<file path="src/hw/rtl/hus_pkg.sv">
`timescale 1ns / 1ps

package hus_pkg;

    // Result status codes; the nonzero ones but ST_LONG double as the sticky fault code.
    typedef enum logic [2:0] {
        ST_OK     = 3'd0,
        ST_SCHEME = 3'd1,
        ST_HOST   = 3'd2,
        ST_PORT   = 3'd3,
        ST_LONG   = 3'd4
    } t_status;

    // Parse phases of the character stream.
    typedef enum logic [2:0] {
        PH_PREFIX  = 3'd0,
        PH_HOSTSEL = 3'd1,
        PH_HOST    = 3'd2,
        PH_V6      = 3'd3,
        PH_AFTERV6 = 3'd4,
        PH_PORT    = 3'd5,
        PH_PATH    = 3'd6,
        PH_STOP    = 3'd7
    } t_phase;

    // One finished result.
    typedef struct packed {
        t_status     status;
        logic [7:0]  host_pos;
        logic [7:0]  host_length;
        logic [15:0] port_value;
        logic        port_given;
        logic [7:0]  port_pos;
        logic [7:0]  port_length;
        logic [7:0]  path_pos;
        logic [7:0]  path_length;
        logic        path_is_default;
    } t_result;

    localparam logic [7:0] CH_COLON  = 8'h3A;
    localparam logic [7:0] CH_SLASH  = 8'h2F;
    localparam logic [7:0] CH_QUEST  = 8'h3F;
    localparam logic [7:0] CH_HASH   = 8'h23;
    localparam logic [7:0] CH_LBRACK = 8'h5B;
    localparam logic [7:0] CH_RBRACK = 8'h5D;
    localparam logic [7:0] CH_ZERO   = 8'h30;
    localparam logic [7:0] CH_NINE   = 8'h39;

    localparam logic [15:0] DEFAULT_PORT   = 16'd443;
    localparam logic [19:0] PORT_MAX       = 20'd65535;
    localparam logic [7:0]  HOST_OFS_PLAIN = 8'd8;
    localparam logic [7:0]  HOST_OFS_V6    = 8'd9;
    localparam int          MIN_URI_LEN    = 9;

    // Expected prefix character at each of the first eight positions.
    function automatic logic [7:0] scheme_char(input logic [2:0] idx);
        logic [7:0] c;
        case (idx)
            3'd0:    c = 8'h68; // h
            3'd1:    c = 8'h74; // t
            3'd2:    c = 8'h74; // t
            3'd3:    c = 8'h70; // p
            3'd4:    c = 8'h73; // s
            3'd5:    c = 8'h3A; // :
            3'd6:    c = 8'h2F; // /
            default: c = 8'h2F; // /
        endcase
        return c;
    endfunction

endpackage

</file>
<file path="src/hw/rtl/hus_if.sv">
`timescale 1ns / 1ps

// Character request channel.
interface hus_char_if;
    logic       valid;
    logic       ready;
    logic [7:0] ch;
    logic       last;

    modport source (output valid, output ch, output last, input ready);
    modport sink   (input valid, input ch, input last, output ready);
endinterface

// Result request channel.
interface hus_result_if;
    logic        valid;
    logic        ready;
    logic [2:0]  status;
    logic [7:0]  host_pos;
    logic [7:0]  host_length;
    logic [15:0] port_value;
    logic        port_given;
    logic [7:0]  port_pos;
    logic [7:0]  port_length;
    logic [7:0]  path_pos;
    logic [7:0]  path_length;
    logic        path_is_default;

    modport source (output valid, output status, output host_pos, output host_length,
                    output port_value, output port_given, output port_pos,
                    output port_length, output path_pos, output path_length,
                    output path_is_default, input ready);
    modport sink   (input valid, input status, input host_pos, input host_length,
                    input port_value, input port_given, input port_pos,
                    input port_length, input path_pos, input path_length,
                    input path_is_default, output ready);
endinterface

</file>
<file path="src/hw/rtl/https_uri_splitter.sv">
`timescale 1ns / 1ps

// Channel    Direction  Payload                                 Request
// i_char     in         ch[7:0], last                           one URI character
// o_result   out        status, host/port/path offsets+lengths  one per URI, on last
//
// One character is taken every cycle unless a last one stalls on a full result;
// the state update is a single pass of logic between the input register and
// the parse state registers. A result is registered as its last character leaves.
// A stalled result only holds back a following last character; other
// characters keep flowing. Reset is synchronous and clears all control state.
// Latency and rate do not depend on MAX_URI_LEN.

module https_uri_splitter
    import hus_pkg::*;
#(
    parameter int MAX_URI_LEN = 256
) (
    input  logic         i_clk,
    input  logic         i_rst_n,
    hus_char_if.sink     i_char,
    hus_result_if.source o_result
);

    logic       r_in_valid;
    logic [7:0] r_in_ch;
    logic       r_in_last;
    logic       r_out_valid;
    t_result    r_res;
    t_result    w_res;
    logic       w_advance;

    // The held character moves on unless it closes a URI and the result is full.
    assign w_advance    = r_in_valid && (!r_in_last || !r_out_valid || o_result.ready);
    assign i_char.ready = !r_in_valid || w_advance;

    // Input register.
    always_ff @(posedge i_clk) begin
        if (!i_rst_n) begin
            r_in_valid <= 1'b0;
        end else if (i_char.ready) begin
            r_in_valid <= i_char.valid;
        end
    end

    always_ff @(posedge i_clk) begin
        if (i_char.ready) begin
            r_in_ch   <= i_char.ch;
            r_in_last <= i_char.last;
        end
    end

    hus_parser #(
        .MAX_URI_LEN (MAX_URI_LEN)
    ) u_parser (
        .i_clk    (i_clk),
        .i_rst_n  (i_rst_n),
        .i_step   (w_advance),
        .i_ch     (r_in_ch),
        .i_last   (r_in_last),
        .o_result (w_res)
    );

    // Result register.
    always_ff @(posedge i_clk) begin
        if (!i_rst_n) begin
            r_out_valid <= 1'b0;
        end else if (w_advance && r_in_last) begin
            r_out_valid <= 1'b1;
        end else if (o_result.ready) begin
            r_out_valid <= 1'b0;
        end
    end

    always_ff @(posedge i_clk) begin
        if (w_advance && r_in_last) begin
            r_res <= w_res;
        end
    end

    assign o_result.valid           = r_out_valid;
    assign o_result.status          = r_res.status;
    assign o_result.host_pos        = r_res.host_pos;
    assign o_result.host_length     = r_res.host_length;
    assign o_result.port_value      = r_res.port_value;
    assign o_result.port_given      = r_res.port_given;
    assign o_result.port_pos        = r_res.port_pos;
    assign o_result.port_length     = r_res.port_length;
    assign o_result.path_pos        = r_res.path_pos;
    assign o_result.path_length     = r_res.path_length;
    assign o_result.path_is_default = r_res.path_is_default;

    // A character that does not close a URI is never held back.
    a_mid_flows: assert property (@(posedge i_clk) disable iff (!i_rst_n)
        r_in_valid && !r_in_last |-> w_advance)
        else $error("mid-URI character stalled");

    // A failed URI reports nothing but its status.
    a_fail_clean: assert property (@(posedge i_clk) disable iff (!i_rst_n)
        r_out_valid && r_res.status != ST_OK |->
            r_res.port_given == 1'b0 && r_res.host_length == 8'd0 &&
            r_res.path_pos == 8'd0 && r_res.port_value == 16'd0)
        else $error("fields set on a failed result");

    // Without an explicit port the default port is reported.
    a_default_port: assert property (@(posedge i_clk) disable iff (!i_rst_n)
        r_out_valid && r_res.status == ST_OK && !r_res.port_given |->
            r_res.port_value == DEFAULT_PORT && r_res.port_length == 8'd0)
        else $error("default port missing");

    // A new result is loaded only when the old one is gone or taken.
    a_no_overwrite: assert property (@(posedge i_clk) disable iff (!i_rst_n)
        w_advance && r_in_last |-> !r_out_valid || o_result.ready)
        else $error("pending result overwritten");

endmodule

</file>
<file path="src/hw/rtl/hus_parser.sv">
`timescale 1ns / 1ps

module hus_parser
    import hus_pkg::*;
#(
    parameter int MAX_URI_LEN = 256
) (
    input  logic       i_clk,
    input  logic       i_rst_n,
    input  logic       i_step,
    input  logic [7:0] i_ch,
    input  logic       i_last,
    output t_result    o_result
);

    localparam int PosW = $clog2(MAX_URI_LEN + 1);
    localparam logic [PosW-1:0] MaxPos = PosW'(MAX_URI_LEN);
    localparam logic [PosW-1:0] MinLen = PosW'(MIN_URI_LEN);

    t_phase          r_phase,      n_phase;
    logic [PosW-1:0] r_position,   n_position;
    logic            r_host_v6,    n_host_v6;
    logic [PosW-1:0] r_host_count, n_host_count;
    logic [15:0]     r_port_acc,   n_port_acc;
    logic [7:0]      r_port_start, n_port_start;
    logic [PosW-1:0] r_port_count, n_port_count;
    logic [7:0]      r_path_start, n_path_start;
    logic [PosW-1:0] r_path_count, n_path_count;
    t_status         r_fault,      n_fault;
    logic            r_port_seen,  n_port_seen;
    logic            r_path_seen,  n_path_seen;
    logic            r_overflow,   n_overflow;

    logic        w_host_end;
    logic        w_path_end;
    logic        w_digit;
    logic [19:0] w_acc_next;

    assign w_host_end = (i_ch == CH_COLON) || (i_ch == CH_SLASH) ||
                        (i_ch == CH_QUEST) || (i_ch == CH_HASH);
    assign w_path_end = (i_ch == CH_SLASH) || (i_ch == CH_QUEST) || (i_ch == CH_HASH);
    assign w_digit    = (i_ch >= CH_ZERO) && (i_ch <= CH_NINE);
    // Decimal accumulate as shifts and adds: acc * 8 + acc * 2 + digit.
    assign w_acc_next = ({4'b0, r_port_acc} << 3) + ({4'b0, r_port_acc} << 1) +
                        {16'b0, i_ch[3:0]};

    // Next parse state for the character in hand.
    always_comb begin
        n_phase      = r_phase;
        n_position   = r_position;
        n_host_v6    = r_host_v6;
        n_host_count = r_host_count;
        n_port_acc   = r_port_acc;
        n_port_start = r_port_start;
        n_port_count = r_port_count;
        n_path_start = r_path_start;
        n_path_count = r_path_count;
        n_fault      = r_fault;
        n_port_seen  = r_port_seen;
        n_path_seen  = r_path_seen;
        n_overflow   = r_overflow;

        if (r_position == MaxPos) begin
            // Characters past the length limit only mark the overflow.
            n_overflow = 1'b1;
        end else begin
            n_position = r_position + 1'b1;
            case (r_phase)
                PH_PREFIX: begin
                    if (i_ch != scheme_char(r_position[2:0])) begin
                        n_fault = ST_SCHEME;
                        n_phase = PH_STOP;
                    end else if (r_position[2:0] == 3'd7) begin
                        n_phase = PH_HOSTSEL;
                    end
                end
                PH_HOSTSEL: begin
                    if (i_ch == CH_LBRACK) begin
                        n_host_v6 = 1'b1;
                        n_phase   = PH_V6;
                    end else if (w_host_end) begin
                        n_fault = ST_HOST;
                        n_phase = PH_STOP;
                    end else begin
                        n_host_v6    = 1'b0;
                        n_host_count = PosW'(1);
                        n_phase      = PH_HOST;
                    end
                end
                PH_HOST, PH_AFTERV6: begin
                    if (r_phase == PH_HOST && !w_host_end) begin
                        n_host_count = r_host_count + 1'b1;
                    end else if (i_ch == CH_COLON) begin
                        n_port_seen  = 1'b1;
                        n_port_start = 8'(r_position) + 8'd1;
                        n_phase      = PH_PORT;
                    end else begin
                        n_path_start = 8'(r_position);
                        n_path_seen  = 1'b1;
                        if (i_ch == CH_HASH) begin
                            n_phase = PH_STOP;
                        end else begin
                            n_path_count = PosW'(1);
                            n_phase      = PH_PATH;
                        end
                    end
                end
                PH_V6: begin
                    if (i_ch == CH_RBRACK) begin
                        if (r_host_count == '0) begin
                            n_fault = ST_HOST;
                            n_phase = PH_STOP;
                        end else begin
                            n_phase = PH_AFTERV6;
                        end
                    end else begin
                        n_host_count = r_host_count + 1'b1;
                    end
                end
                PH_PORT: begin
                    if (w_path_end) begin
                        if (r_port_acc == '0) begin
                            n_fault = ST_PORT;
                            n_phase = PH_STOP;
                        end else begin
                            n_path_start = 8'(r_position);
                            n_path_seen  = 1'b1;
                            if (i_ch == CH_HASH) begin
                                n_phase = PH_STOP;
                            end else begin
                                n_path_count = PosW'(1);
                                n_phase      = PH_PATH;
                            end
                        end
                    end else if (w_digit) begin
                        n_port_acc   = w_acc_next[15:0];
                        n_port_count = r_port_count + 1'b1;
                        if (w_acc_next > PORT_MAX) begin
                            n_fault = ST_PORT;
                            n_phase = PH_STOP;
                        end
                    end else begin
                        n_fault = ST_PORT;
                        n_phase = PH_STOP;
                    end
                end
                PH_PATH: begin
                    if (i_ch == CH_HASH) begin
                        n_phase = PH_STOP;
                    end else begin
                        n_path_count = r_path_count + 1'b1;
                    end
                end
                default: begin
                end
            endcase
        end
    end

    // Result as seen after this character, used when it is the last one.
    always_comb begin
        t_status st;
        if (n_overflow) begin
            st = ST_LONG;
        end else if (n_position < MinLen || n_fault == ST_SCHEME) begin
            st = ST_SCHEME;
        end else if (n_fault != ST_OK) begin
            st = n_fault;
        end else if (n_phase == PH_V6 || n_phase == PH_HOSTSEL || n_host_count == '0) begin
            st = ST_HOST;
        end else if (n_phase == PH_PORT && n_port_acc == '0) begin
            st = ST_PORT;
        end else begin
            st = ST_OK;
        end

        o_result        = '0;
        o_result.status = st;
        if (st == ST_OK) begin
            o_result.host_pos    = n_host_v6 ? HOST_OFS_V6 : HOST_OFS_PLAIN;
            o_result.host_length = 8'(n_host_count);
            o_result.port_value  = n_port_seen ? n_port_acc : DEFAULT_PORT;
            o_result.port_given  = n_port_seen;
            o_result.port_pos    = n_port_seen ? n_port_start : 8'd0;
            o_result.port_length = n_port_seen ? 8'(n_port_count) : 8'd0;
            if (n_path_seen) begin
                o_result.path_pos        = n_path_start;
                o_result.path_length     = 8'(n_path_count);
                o_result.path_is_default = (n_path_count == '0);
            end else begin
                // No path at all: it begins at the end of the URI.
                o_result.path_pos        = 8'(n_position);
                o_result.path_length     = 8'd0;
                o_result.path_is_default = 1'b1;
            end
        end
    end

    // State registers; the last character returns everything to the start.
    always_ff @(posedge i_clk) begin
        if (!i_rst_n || (i_step && i_last)) begin
            r_phase      <= PH_PREFIX;
            r_position   <= '0;
            r_host_v6    <= 1'b0;
            r_host_count <= '0;
            r_port_acc   <= '0;
            r_port_start <= '0;
            r_port_count <= '0;
            r_path_start <= '0;
            r_path_count <= '0;
            r_fault      <= ST_OK;
            r_port_seen  <= 1'b0;
            r_path_seen  <= 1'b0;
            r_overflow   <= 1'b0;
        end else if (i_step) begin
            r_phase      <= n_phase;
            r_position   <= n_position;
            r_host_v6    <= n_host_v6;
            r_host_count <= n_host_count;
            r_port_acc   <= n_port_acc;
            r_port_start <= n_port_start;
            r_port_count <= n_port_count;
            r_path_start <= n_path_start;
            r_path_count <= n_path_count;
            r_fault      <= n_fault;
            r_port_seen  <= n_port_seen;
            r_path_seen  <= n_path_seen;
            r_overflow   <= n_overflow;
        end
    end

endmodule
</file>
<file path="src/flat_wrapper.sv">
// flat-port wrapper written by rule: the top's interface ports become plain ports
module https_uri_splitter_flat import hus_pkg::*;
#(
    parameter int MAX_URI_LEN = 256
)
  (i_clk, i_rst_n, i_char_valid, i_char_ch, i_char_last, i_char_ready, o_result_valid, o_result_status, o_result_host_pos, o_result_host_length, o_result_port_value, o_result_port_given, o_result_port_pos, o_result_port_length, o_result_path_pos, o_result_path_length, o_result_path_is_default, o_result_ready);
  hus_char_if i_char_i ();
  hus_result_if o_result_i ();
  input  logic i_clk;
  input  logic i_rst_n;
  input wire logic [$bits(i_char_i.valid)-1:0] i_char_valid;
  input wire logic [$bits(i_char_i.ch)-1:0] i_char_ch;
  input wire logic [$bits(i_char_i.last)-1:0] i_char_last;
  output wire logic [$bits(i_char_i.ready)-1:0] i_char_ready;
  output wire logic [$bits(o_result_i.valid)-1:0] o_result_valid;
  output wire logic [$bits(o_result_i.status)-1:0] o_result_status;
  output wire logic [$bits(o_result_i.host_pos)-1:0] o_result_host_pos;
  output wire logic [$bits(o_result_i.host_length)-1:0] o_result_host_length;
  output wire logic [$bits(o_result_i.port_value)-1:0] o_result_port_value;
  output wire logic [$bits(o_result_i.port_given)-1:0] o_result_port_given;
  output wire logic [$bits(o_result_i.port_pos)-1:0] o_result_port_pos;
  output wire logic [$bits(o_result_i.port_length)-1:0] o_result_port_length;
  output wire logic [$bits(o_result_i.path_pos)-1:0] o_result_path_pos;
  output wire logic [$bits(o_result_i.path_length)-1:0] o_result_path_length;
  output wire logic [$bits(o_result_i.path_is_default)-1:0] o_result_path_is_default;
  input wire logic [$bits(o_result_i.ready)-1:0] o_result_ready;
  assign i_char_i.valid = i_char_valid;
  assign i_char_i.ch = i_char_ch;
  assign i_char_i.last = i_char_last;
  assign i_char_ready = i_char_i.ready;
  assign o_result_valid = o_result_i.valid;
  assign o_result_status = o_result_i.status;
  assign o_result_host_pos = o_result_i.host_pos;
  assign o_result_host_length = o_result_i.host_length;
  assign o_result_port_value = o_result_i.port_value;
  assign o_result_port_given = o_result_i.port_given;
  assign o_result_port_pos = o_result_i.port_pos;
  assign o_result_port_length = o_result_i.port_length;
  assign o_result_path_pos = o_result_i.path_pos;
  assign o_result_path_length = o_result_i.path_length;
  assign o_result_path_is_default = o_result_i.path_is_default;
  assign o_result_i.ready = o_result_ready;
  https_uri_splitter #(.MAX_URI_LEN(MAX_URI_LEN)) u_core (.i_clk(i_clk), .i_rst_n(i_rst_n), .i_char(i_char_i), .o_result(o_result_i));
endmodule
</file>
<file path="config.mk">
export PLATFORM = sky130hd
export DESIGN_NAME = https_uri_splitter_flat
export DESIGN_NICKNAME = d
export VERILOG_FILES = /design/src/hw/rtl/hus_pkg.sv /design/src/hw/rtl/hus_if.sv /design/src/hw/rtl/https_uri_splitter.sv /design/src/hw/rtl/hus_parser.sv /design/src/flat_wrapper.sv
export SDC_FILE = /design/constraint.sdc
export NUM_CORES = 1
export LEC_CHECK = 0
export BUFFER_PORTS_ARGS = -buffer_cell sky130_fd_sc_hd__buf_2
export CAP_MARGIN = 20
export CORE_MARGIN = 2
export CORE_UTILIZATION = 49
export DETAILED_ROUTE_END_ITERATION = 12
export PLACE_DENSITY = 0.7
export SLEW_MARGIN = 25
export SYNTH_ARGS = -nofsm -noshare
export SYNTH_HDL_FRONTEND = slang
export SYNTH_HIERARCHICAL = 1
export SYNTH_SLANG_ARGS = --single-unit
</file>
<file path="constraint.sdc">
create_clock -name i_clk -period 4.6 [get_ports i_clk]
set_clock_uncertainty 0.2 [all_clocks]
set_input_delay 0.69 -clock i_clk [delete_from_list [all_inputs] [get_ports i_clk]]
set_output_delay 0.69 -clock i_clk [all_outputs]
set_load 0.01 [all_outputs]
</file>
==> flow_metrics.tcl, run 1 <==
set metrics [dict create \
    cts_made_buffers 17 \
    slew_headroom_pct 34.2 \
    crit_type "register to register" \
    htreeDepth 4 \
    areaGrowthSynthToFinish_pct 17.3 \
    synth-edff-count 78 \
    synth.area.top_cells "edfxtp_1 (25%), dfxtp_1 (17%), nor2_1 (5.8%)" \
    clockRootBuffer "clkbuf_16" \
    yosysWarnings 6 \
    ios 84 \
    r2r-end "u_core/o_result.port_value[14]" \
    grt_max_degree 49 \
    synth_top_area_share_pct 24.9 \
    drv_slew 0 \
    synth_cells 1079 \
    status "finished, final reports clean" \
    ant_nets 0 \
    core_area_mm2 0.0188 \
    cp-end-kind "register" \
    portBuffers 83 \
    clock_latency_ns 0.43 \
    min_period_over_period_pct 95.5 \
    max_freq_mhz 228 \
    yosys.area_share.simple_pct 23.0 \
    whs_path_depth 1 \
    synth_top_family_by_area "simple AND/OR/NAND/NOR gates" \
    synthAdderAreaFrac_pct 6.02 \
    hold_ws_ns 0.233 \
    synthArstFlopShare_pct 0 \
    worstPathMaxFanout 5 \
    setup_viol 0 \
    p_leak_nw 4.18 \
    ir_worst_vdd_mv 0.231 \
    die_y_um 142 \
    dieWidth_um 142 \
    finalHoldViolCount 0 \
    wirelength_um 25900 \
    clkTransAtPathRegs_ns 0.07 \
    num_vias 8431 \
    dr.pass1.iters 5 \
    ys_seq_area_share_pct 41.7 \
    cap_violations 0 \
    die_area_mm2 0.0203 \
    cts_buffer_depth 2 \
    clock-sinks 157 \
    yosys_most_used_dff "dfxtp_1" \
    grt_pass1_vias 7838 \
    synth_xor_area_share_pct 3.45 \
    fp-row-count 50 \
    final_util_pct 58.7 \
    drtIter0Drc 879 \
    min-delay-start "i_char_ch[4]" \
    synth_seq_cells 157 \
    cts_tree "yes" \
    drive_above_1_share_pct 18.2 \
    r2r_start "u_core/u_parser/r_position[0]" \
    diodes 0 \
    ctsHoldBuffers 0 \
    grtUsageTotal_pct 25.2 \
    yosysUniqueCellTypes 78 \
    antenna_found_initial 0 \
    vias_per_cell 5.95 \
    synth-compound-area-share_pct 18.7 \
    finalWeightedCongestion 0.965 \
    p_per_area_mw_per_mm2 292 \
    cp.required_ns 4.61 \
    synth_area_mm2 0.00940 \
    hold_path_end "u_core/r_in_ch[4]" \
    period_needed_ns 4.39 \
    arrival_ns 4.40 \
    hold_path_class "input pin to register" \
    start_util_pct 50.1 \
    synth.avg_cell_area_um2 8.71 \
    drc 0 \
    synth.area.mux_share_pct 2.28 \
    rr_worst_depth 14 \
    nFillCells 1679 \
    worst_slew_pin_slew_ns 0.985 \
    grt_pass1_wl_um 40300 \
    worst_setup_path_start_kind "register" \
    place.detailed.hpwl_um 18000 \
    synth_area_leader_cell "edfxtp_1" \
    globalRouteOverflowTotal 0 \
    wire_per_inst_um 18.3 \
    r2r_slack_ns 0.21 \
    nNetsFinal 1227 \
]
-- layout make-up --
| class | instances | area, µm² | area share (%) |
|---|---|---|---|
| repair buffers | 142 | 981 | 8.90 |
| clock buffers | 19 | 443 | 4.02 |
| multi-input cells | 822 | 5160 | 46.8 |
| clock inverters | 13 | 106 | 0.965 |
| flip-flops and latches | 157 | 3930 | 35.6 |
| well taps | 234 | 293 | 2.66 |
| inverters | 30 | 113 | 1.02 |
-- flip-flops by register name, summed over array words and instances, names as in the netlist, 8 cells and up --
name,count
u_core/o_result.port_value,16
u_core/u_parser/r_path_count,9
u_core/o_result.path_pos,8
u_core/u_parser/r_port_start,8
u_core/u_parser/r_position,9
u_core/o_result.path_length,8
u_core/u_parser/r_port_acc,16
u_core/u_parser/r_host_count,9
u_core/o_result.port_length,8
u_core/u_parser/r_port_count,8
u_core/r_in_ch,8
u_core/u_parser/r_path_start,8
u_core/o_result.port_pos,8
u_core/o_result.host_pos,8
u_core/o_result.host_length,8
-- kinds of logic (layout without fill, tap and decap cells) --
logic type	Yosys count	after routing
DFF	157	157
xor gates and xnor gates	37	37
muxes	21	21
buffers and inverters	105	204
and+or+nand+nor	448	448
other	1	6
adders and majority gates	44	44
AOI/OAI and AO/OA	266	266
-- per-layer routing --
| metal | part of all wire, % | vias to the layer above | track usage, % | wire length (µm) |
|---|---|---|---|---|
| li1 | - | 4121 | - | - |
| met1 | 44 | 3971 | 32.2 | 11300 |
| met2 | 49 | 285 | 42.5 | 12700 |
| met3 | 4.5 | 54 | 4.24 | 1160 |
| met4 | 2.7 | 0 | 10.2 | 689 |
| met5 | 0 | - | 0 | 0 |
-- Yosys cell counts, drive strengths merged, types with 12 or more instances --
| master | instances |
|---|---|
| o21ai | 43 |
| a211oi | 28 |
| nor3b | 13 |
| nand4 | 14 |
| a31oi | 20 |
| dfxtp | 79 |
| xor2 | 17 |
| buf | 24 |
| mux2i | 18 |
| nor3 | 40 |
| nand3 | 47 |
| ha | 42 |
| a21oi | 79 |
| clkbuf | 51 |
| inv | 30 |
| nor2b | 12 |
| nand2 | 103 |
| and3 | 15 |
| nor2 | 145 |
| xnor2 | 20 |
| edfxtp | 78 |
-- placed cells by master, fill, tap and decap left out, types with 5 or more instances in the layout --
master     instances
a211oi_1          25
a21boi_0           6
a21oi_1           77
a221oi_1           6
a22oi_1            9
a31oi_1           20
and2_1             5
and3_1            15
buf_12             5
buf_2             83
buf_4             49
clkbuf_16         20
conb_1             6
dfxtp_1           77
edfxtp_1          78
ha_1              42
inv_1             30
mux2i_1           18
nand2_1          102
nand2b_1           9
nand3_1           47
nand4_1           14
nor2_1           144
nor2b_1           12
nor3_1            38
nor3b_1           11
nor4_1             7
o211ai_1           7
o21a_1             6
o21ai_0           38
o22ai_1            7
o31a_1             7
o31ai_1            7
or2_2              5
or3_1              9
xnor2_1           20
xor2_1            17
-- stage by stage --
step	std cells	setup WS [ns]	instance area (µm²)	TNS (ns)	power [mW]
3_3_place_gp	1377	0.175	10300	0	1.91
3_5_place_dp	1377	0.0735	10300	0	1.92
2_1_floorplan	1084	0.118	9420	0	1.79
4_1_cts	1409	0.0531	10800	0	3.23
5_1_grt	1417	-0.0259	11000	-0.145	3.34
6_report	1417	0.209	11000	0	3.22
-- worst max path at each step --
stage	startpoint	endpoint	slack, ns	cells after the start
final	u_core/u_parser/r_position[0]	u_core/o_result.port_value[14]	0.21	14
after global routing	u_core/u_parser/r_port_acc[2]	u_core/o_result.port_value[1]	-0.03	17
after CTS	u_core/r_in_ch[3]	u_core/o_result.path_length[7]	0.05	15
after detailed placement	u_core/r_in_ch[3]	u_core/o_result.path_length[7]	0.07	15
after global placement	u_core/r_in_ch[3]	u_core/o_result.path_length[7]	0.18	15
after floorplan	o_result_ready	u_core/o_result.host_length[0]	0.12	2
-- report_power, final --
group	switching (mW)	total (mW)	internal (mW)	leakage, nW
Combinational	0.231	0.375	0.143	2.47
Sequential	0.0307	1.52	1.49	1.43
Clock	0.602	1.32	0.718	0.277
Total	0.864	3.22	2.35	4.18
-- critical path, stage by stage, from the launching register on --
cell and delay (ns):
dfxtp_1 0.34, ha_1 0.23, ha_1 0.26, or3_1 0.43, and3_1 0.19, or4_1 0.47
o41ai_4 0.44, nand4b_1 0.19, o21ai_2 0.15, o32ai_2 0.18, a211oi_1 0.26, buf_4 0.17
nand4bb_4 0.16, buf_6 0.19, nor3_1 0.32
-- timing repair --
action	in CTS	in global routing
buffers inserted	0	5
gates resized for setup	0	23
setup endpoints to repair	0	61
Note: power is estimated with default switching activity, not from simulation.
==> run 2, diff against run 1 <==
- CELL_PAD_IN_SITES_DETAIL_PLACEMENT: unset -> 1
- CELL_PAD_IN_SITES_GLOBAL_PLACEMENT: unset -> 2
- CORE_UTILIZATION: 49 -> 34
- PLACE_DENSITY: 0.7 -> unset
- PLACE_DENSITY_LB_ADDON: unset -> 0.1
==> run 2 against run 1 <==
- via count increased by 0.89%
- first-iteration DRC count decreased by 56%
- register-to-register slack got worse by 0.10 ns
==> flow_metrics.tcl, run 2 (synthesis gave the netlist of run 1 again) <==
set metrics [dict create \
    ant_nets 0 \
    antenna_found_initial 0 \
    finalHoldViolCount 0 \
    period_needed_ns 4.49 \
    arrival_ns 4.48 \
    grt_pass1_wl_um 47700 \
    clkTransAtPathRegs_ns 0.07 \
    p_per_area_mw_per_mm2 293 \
    setup-tns-final_ns 0 \
    diodes 0 \
    cap_violations 0 \
    wire_per_inst_um 19.8 \
    crit_type "register to register" \
    drv_slew 0 \
    nFillCells 3194 \
    dp_slack_ns -0.0381 \
    rr_worst_depth 17 \
    ir_worst_vdd_mv 0.241 \
    finalInstanceArea_mm2 0.0115 \
    cp.required_ns 4.58 \
    areaGrowthSynthToFinish_pct 22.6 \
    hold_path_class "input pin to register" \
    hold_ws_ns 0.225 \
    grt_max_degree 68 \
    clock_latency_ns 0.43 \
    finalWeightedCongestion 0.827 \
    min_period_over_period_pct 97.7 \
    core_area_mm2 0.0270 \
    drive_above_1_share_pct 21.7 \
    final_cell_mix "nor2_1 (142), nand2_1 (101), buf_2 (83), buf_4 (83), edfxtp_1 (78)" \
    p_leak_nw 4.38 \
    max_freq_mhz 223 \
    clockRootBuffer "clkbuf_16" \
    status "finished, final reports clean" \
    die_y_um 170 \
    portBuffers 83 \
    crit_path_end "u_core/o_result.host_length[6]" \
    worstPathMaxFanout 7 \
    grtUsageTotal_pct 21.2 \
    dr.pass1.iters 5 \
    slew_headroom_pct 34.2 \
    grt_pass1_vias 8376 \
    cts_made_buffers 17 \
    min-delay-start "i_char_ch[6]" \
    r2r_slack_ns 0.11 \
    num_vias 8506 \
    nNetsFinal 1261 \
    drc 0 \
    r2r-end "u_core/o_result.host_length[6]" \
    cp-end-kind "register" \
    worst_slew_pin_slew_ns 0.987 \
    htreeDepth 4 \
    die_area_mm2 0.0290 \
    r2r_start "u_core/r_in_ch[2]" \
    critPathLaunch "u_core/r_in_ch[2]" \
    clock-sinks 157 \
    dieWidth_um 170 \
    vias_per_cell 5.46 \
    start_util_pct 34.8 \
    drtIter0Drc 390 \
    placed_cell_area_mm2 0.0106 \
    place.detailed.hpwl_um 21900 \
    ctsHoldBuffers 0 \
    fp-row-count 60 \
    ios 84 \
    mostFrequentLayoutCell "nor2_1" \
    wirelength_um 30900 \
    fin_ws_ns 0.106 \
    setup_viol 0 \
    cts_buffer_depth 2 \
    globalRouteOverflowTotal 0 \
    final_util_pct 42.6 \
    cts_tree "yes" \
    worst_setup_path_start_kind "register" \
]
## run 2: routing by layer
layer  share of wire [%]  track usage, %  routed length, µm
met1                  47            27.9              14500
met2                  49            35.8              15100
met3                 2.5            3.42                773
met4                 1.5            6.09                467
met5                   0               0                  0
## run 2: how the worst min path moves through the flow
stage / end / slack [ns] / cells after the start
after detailed placement: u_core/u_parser/r_path_start[5] / 0.25 / 2
after global placement: u_core/u_parser/r_path_start[0] / 0.24 / 2
final: u_core/r_in_ch[6] / 0.23 / 1
after CTS: u_core/r_in_ch[6] / 0.20 / 1
after global routing: u_core/r_in_ch[6] / 0.20 / 1
after floorplan: u_core/u_parser/r_fault[2] / 0.23 / 2
## run 2: timing repair
item | 4_1_cts | 5_1_grt
setup buffers | 0 | 9
gates cloned | 0 | 3
setup endpoints to repair | 17 | 60
pin swaps | 1 | 15
resized for setup | 1 | 41
## run 2: cell type report
cell class / instances / area [µm²] / share of cell area, %
Multi-Input combinational cell: 822 / 5220 / 45.3
Sequential cell: 157 / 3930 / 34.1
Clock buffer: 20 / 457 / 3.96
Inverter: 30 / 113 / 0.977
Timing Repair Buffer: 176 / 1250 / 10.8
Tap cell: 341 / 427 / 3.70
Clock inverter: 12 / 126 / 1.10
## run 2: critical path, cell delays in order, from the launching register on
cell	delay [ns]
edfxtp_1	0.43
ha_1	0.31
ha_2	0.19
inv_2	0.05
fa_2	0.38
nand2b_4	0.15
a211o_1	0.36
nand2_2	0.11
a31oi_1	0.10
xnor2_1	0.16
o31a_1	0.28
or4b_4	0.55
a211oi_4	0.28
nand4bb_4	0.21
buf_12	0.14
buf_12	0.14
clkbuf_16	0.15
nor2_1	0.04
## run 2: metrics by stage
stage / cells / total power, mW
floorplan: 1084 / 1.79
global placement: 1514 / 1.95
detailed placement: 1514 / 1.95
CTS: 1546 / 3.41
global route: 1558 / 3.51
finish: 1558 / 3.37
## run 2: where the power goes
part	switching (mW)	total [mW]	internal, mW
clock network	0.646	1.44	0.794
logic	0.252	0.411	0.159
registers	0.0292	1.52	1.49
total	0.927	3.37	2.44
==> run 3, diff against run 2 <==
- CORE_ASPECT_RATIO: unset -> 2
- PLACE_DENSITY_LB_ADDON: 0.1 -> 0.25
- SKIP_CTS_REPAIR_TIMING: unset -> 1
==> run 3 against run 2 <==
- global-route usage is 0.59 points lower
- via count is 0.38% higher
- clock-buffer cell count is 2 higher
- sequential power hardly changed
- final cell count is 0.90% lower
- clock power hardly changed
- critical path type unchanged
- largest cell class unchanged
==> flow_metrics.tcl, run 3 (synthesis gave the netlist of run 1 again) <==
set metrics [dict create \
    dr.pass1.iters 4 \
    mostFrequentLayoutCell "nor2_1" \
    grt_max_degree 58 \
    slew_headroom_pct 43.4 \
    nNetsFinal 1236 \
    period_needed_ns 4.40 \
    globalRouteOverflowTotal 0 \
    p_per_area_mw_per_mm2 299 \
    clock-sinks 157 \
    setup_viol 0 \
    nFillCells 3259 \
    drc 0 \
    vias_per_cell 5.53 \
    min-delay-start "i_char_last" \
    cap_violations 0 \
    clockRootBuffer "clkbuf_16" \
    cp.required_ns 4.59 \
    worstPathMaxFanout 14 \
    rsz0062_at_grt "yes" \
    max_freq_mhz 227 \
    start_util_pct 34.4 \
    grt_pass1_vias 8667 \
    wire_per_inst_um 19.5 \
    dieWidth_um 122 \
    ir_worst_vdd_mv 0.274 \
    hold_ws_ns 0.211 \
    status "finished, final reports clean" \
    portBuffers 83 \
    hold_path_class "input pin to register" \
    r2r_start "u_core/r_in_ch[3]" \
    ant_nets 0 \
    finalHoldViolCount 0 \
    drive_above_1_share_pct 19.4 \
    cts_tree "yes" \
    final_cell_mix "nor2_1 (144), nand2_1 (101), buf_2 (83), edfxtp_1 (78), dfxtp_1 (77)" \
    num_vias 8538 \
    drv_slew 0 \
    wirelength_um 30000 \
    place.detailed.hpwl_um 21700 \
    grt_pass1_wl_um 46800 \
    finalWeightedCongestion 0.893 \
    dp_slack_ns 0.0265 \
    antenna_found_initial 0 \
    die_area_mm2 0.0291 \
    ios 84 \
    arrival_ns 4.39 \
    cp-end-kind "register" \
    diodes 0 \
    drtIter0Drc 477 \
    critPathLaunch "u_core/r_in_ch[3]" \
    p_leak_nw 4.23 \
    cts_made_buffers 17 \
    core_area_mm2 0.0273 \
    fp-row-count 86 \
    areaGrowthSynthToFinish_pct 20.4 \
    clock_latency_ns 0.45 \
    worst_slew_pin_slew_ns 0.845 \
    cts_buffer_depth 2 \
    clkTransAtPathRegs_ns 0.07 \
    htreeDepth 4 \
    crit_type "register to register" \
    die_y_um 239 \
    min_period_over_period_pct 95.6 \
    worst_setup_path_start_kind "register" \
    fin_ws_ns 0.200 \
    grtUsageTotal_pct 20.6 \
]
==> run 3: cell types whose count changed in the layout (fill, tap and decap cells not counted), sizes merged <==
| cell | before | now |
|---|---|---|
| buf | 173 | 148 |
| clkbuf | 23 | 25 |
| bufinv | 1 | 0 |
| clkinv | 3 | 2 |
| clkinvlp | 0 | 1 |
| inv | 38 | 37 |
==> run 3: critical path, cell delays in order, from the launching register on <==
cell and delay, ns:
edfxtp_1 0.36, inv_2 0.06, fa_1 0.59, inv_1 0.06
ha_1 0.28, a21o_1 0.20, nand3_1 0.12, a21oi_2 0.08
buf_4 0.16, nor4b_2 0.25, o2bb2ai_1 0.13, mux2_2 0.30
or4b_1 0.51, a211oi_2 0.25, nand4bb_4 0.20, buf_6 0.15
clkbuf_16 0.18, nor2_1 0.06
==> run 3: cell type report <==
| class | count | area (µm²) | share of cell area, % |
|---|---|---|---|
| inverters | 30 | 113 | 0.995 |
| repair buffers | 151 | 1040 | 9.23 |
| multi-input cells | 822 | 5180 | 45.8 |
| flip-flops and latches | 157 | 3930 | 34.7 |
| well taps | 352 | 440 | 3.89 |
| clock inverters | 10 | 85.1 | 0.752 |
| clock buffers | 22 | 528 | 4.67 |
==> run 3: path summary, 6_finish.rpt <==
path,to,slack [ns],depth (start not counted)
worst max-delay path,u_core/o_result.host_length[2],0.20,17
worst min-delay path,u_core/r_in_last,0.21,1
worst min register to register,u_core/u_parser/r_path_start[5],0.25,2
worst max register to register,u_core/o_result.host_length[2],0.20,17
==> run 3: report_power, final <==
part / total, mW / internal (mW) / switching, mW
Combinational: 0.396 / 0.151 / 0.245
Clock: 1.47 / 0.832 / 0.641
Sequential: 1.52 / 1.49 / 0.0298
==> run 3: metrics by stage <==
step	power, mW	TNS [ns]	area (µm²)	instances	util [%]
3_5_place_dp	1.95	0	10500	1503	38.3
5_1_grt	3.53	-0.0224	11300	1544	41.4
4_1_cts	3.43	0	11100	1535	40.5
3_3_place_gp	1.94	0	10500	1503	38.3
2_1_floorplan	1.79	0	9420	1084	-
6_report	3.39	0	11300	1544	41.4
==> run 3: routing by layer <==
| layer | up-vias | part of all wire [%] | global-route usage [%] | wire, µm |
|---|---|---|---|---|
| met5 | - | 0 | 0 | 0 |
| met4 | 0 | 2.7 | 7.35 | 813 |
| met3 | 42 | 2.5 | 3.24 | 762 |
| met2 | 138 | 51 | 35.8 | 15300 |
| met1 | 4224 | 44 | 25.6 | 13200 |
| li1 | 4134 | - | - | - |
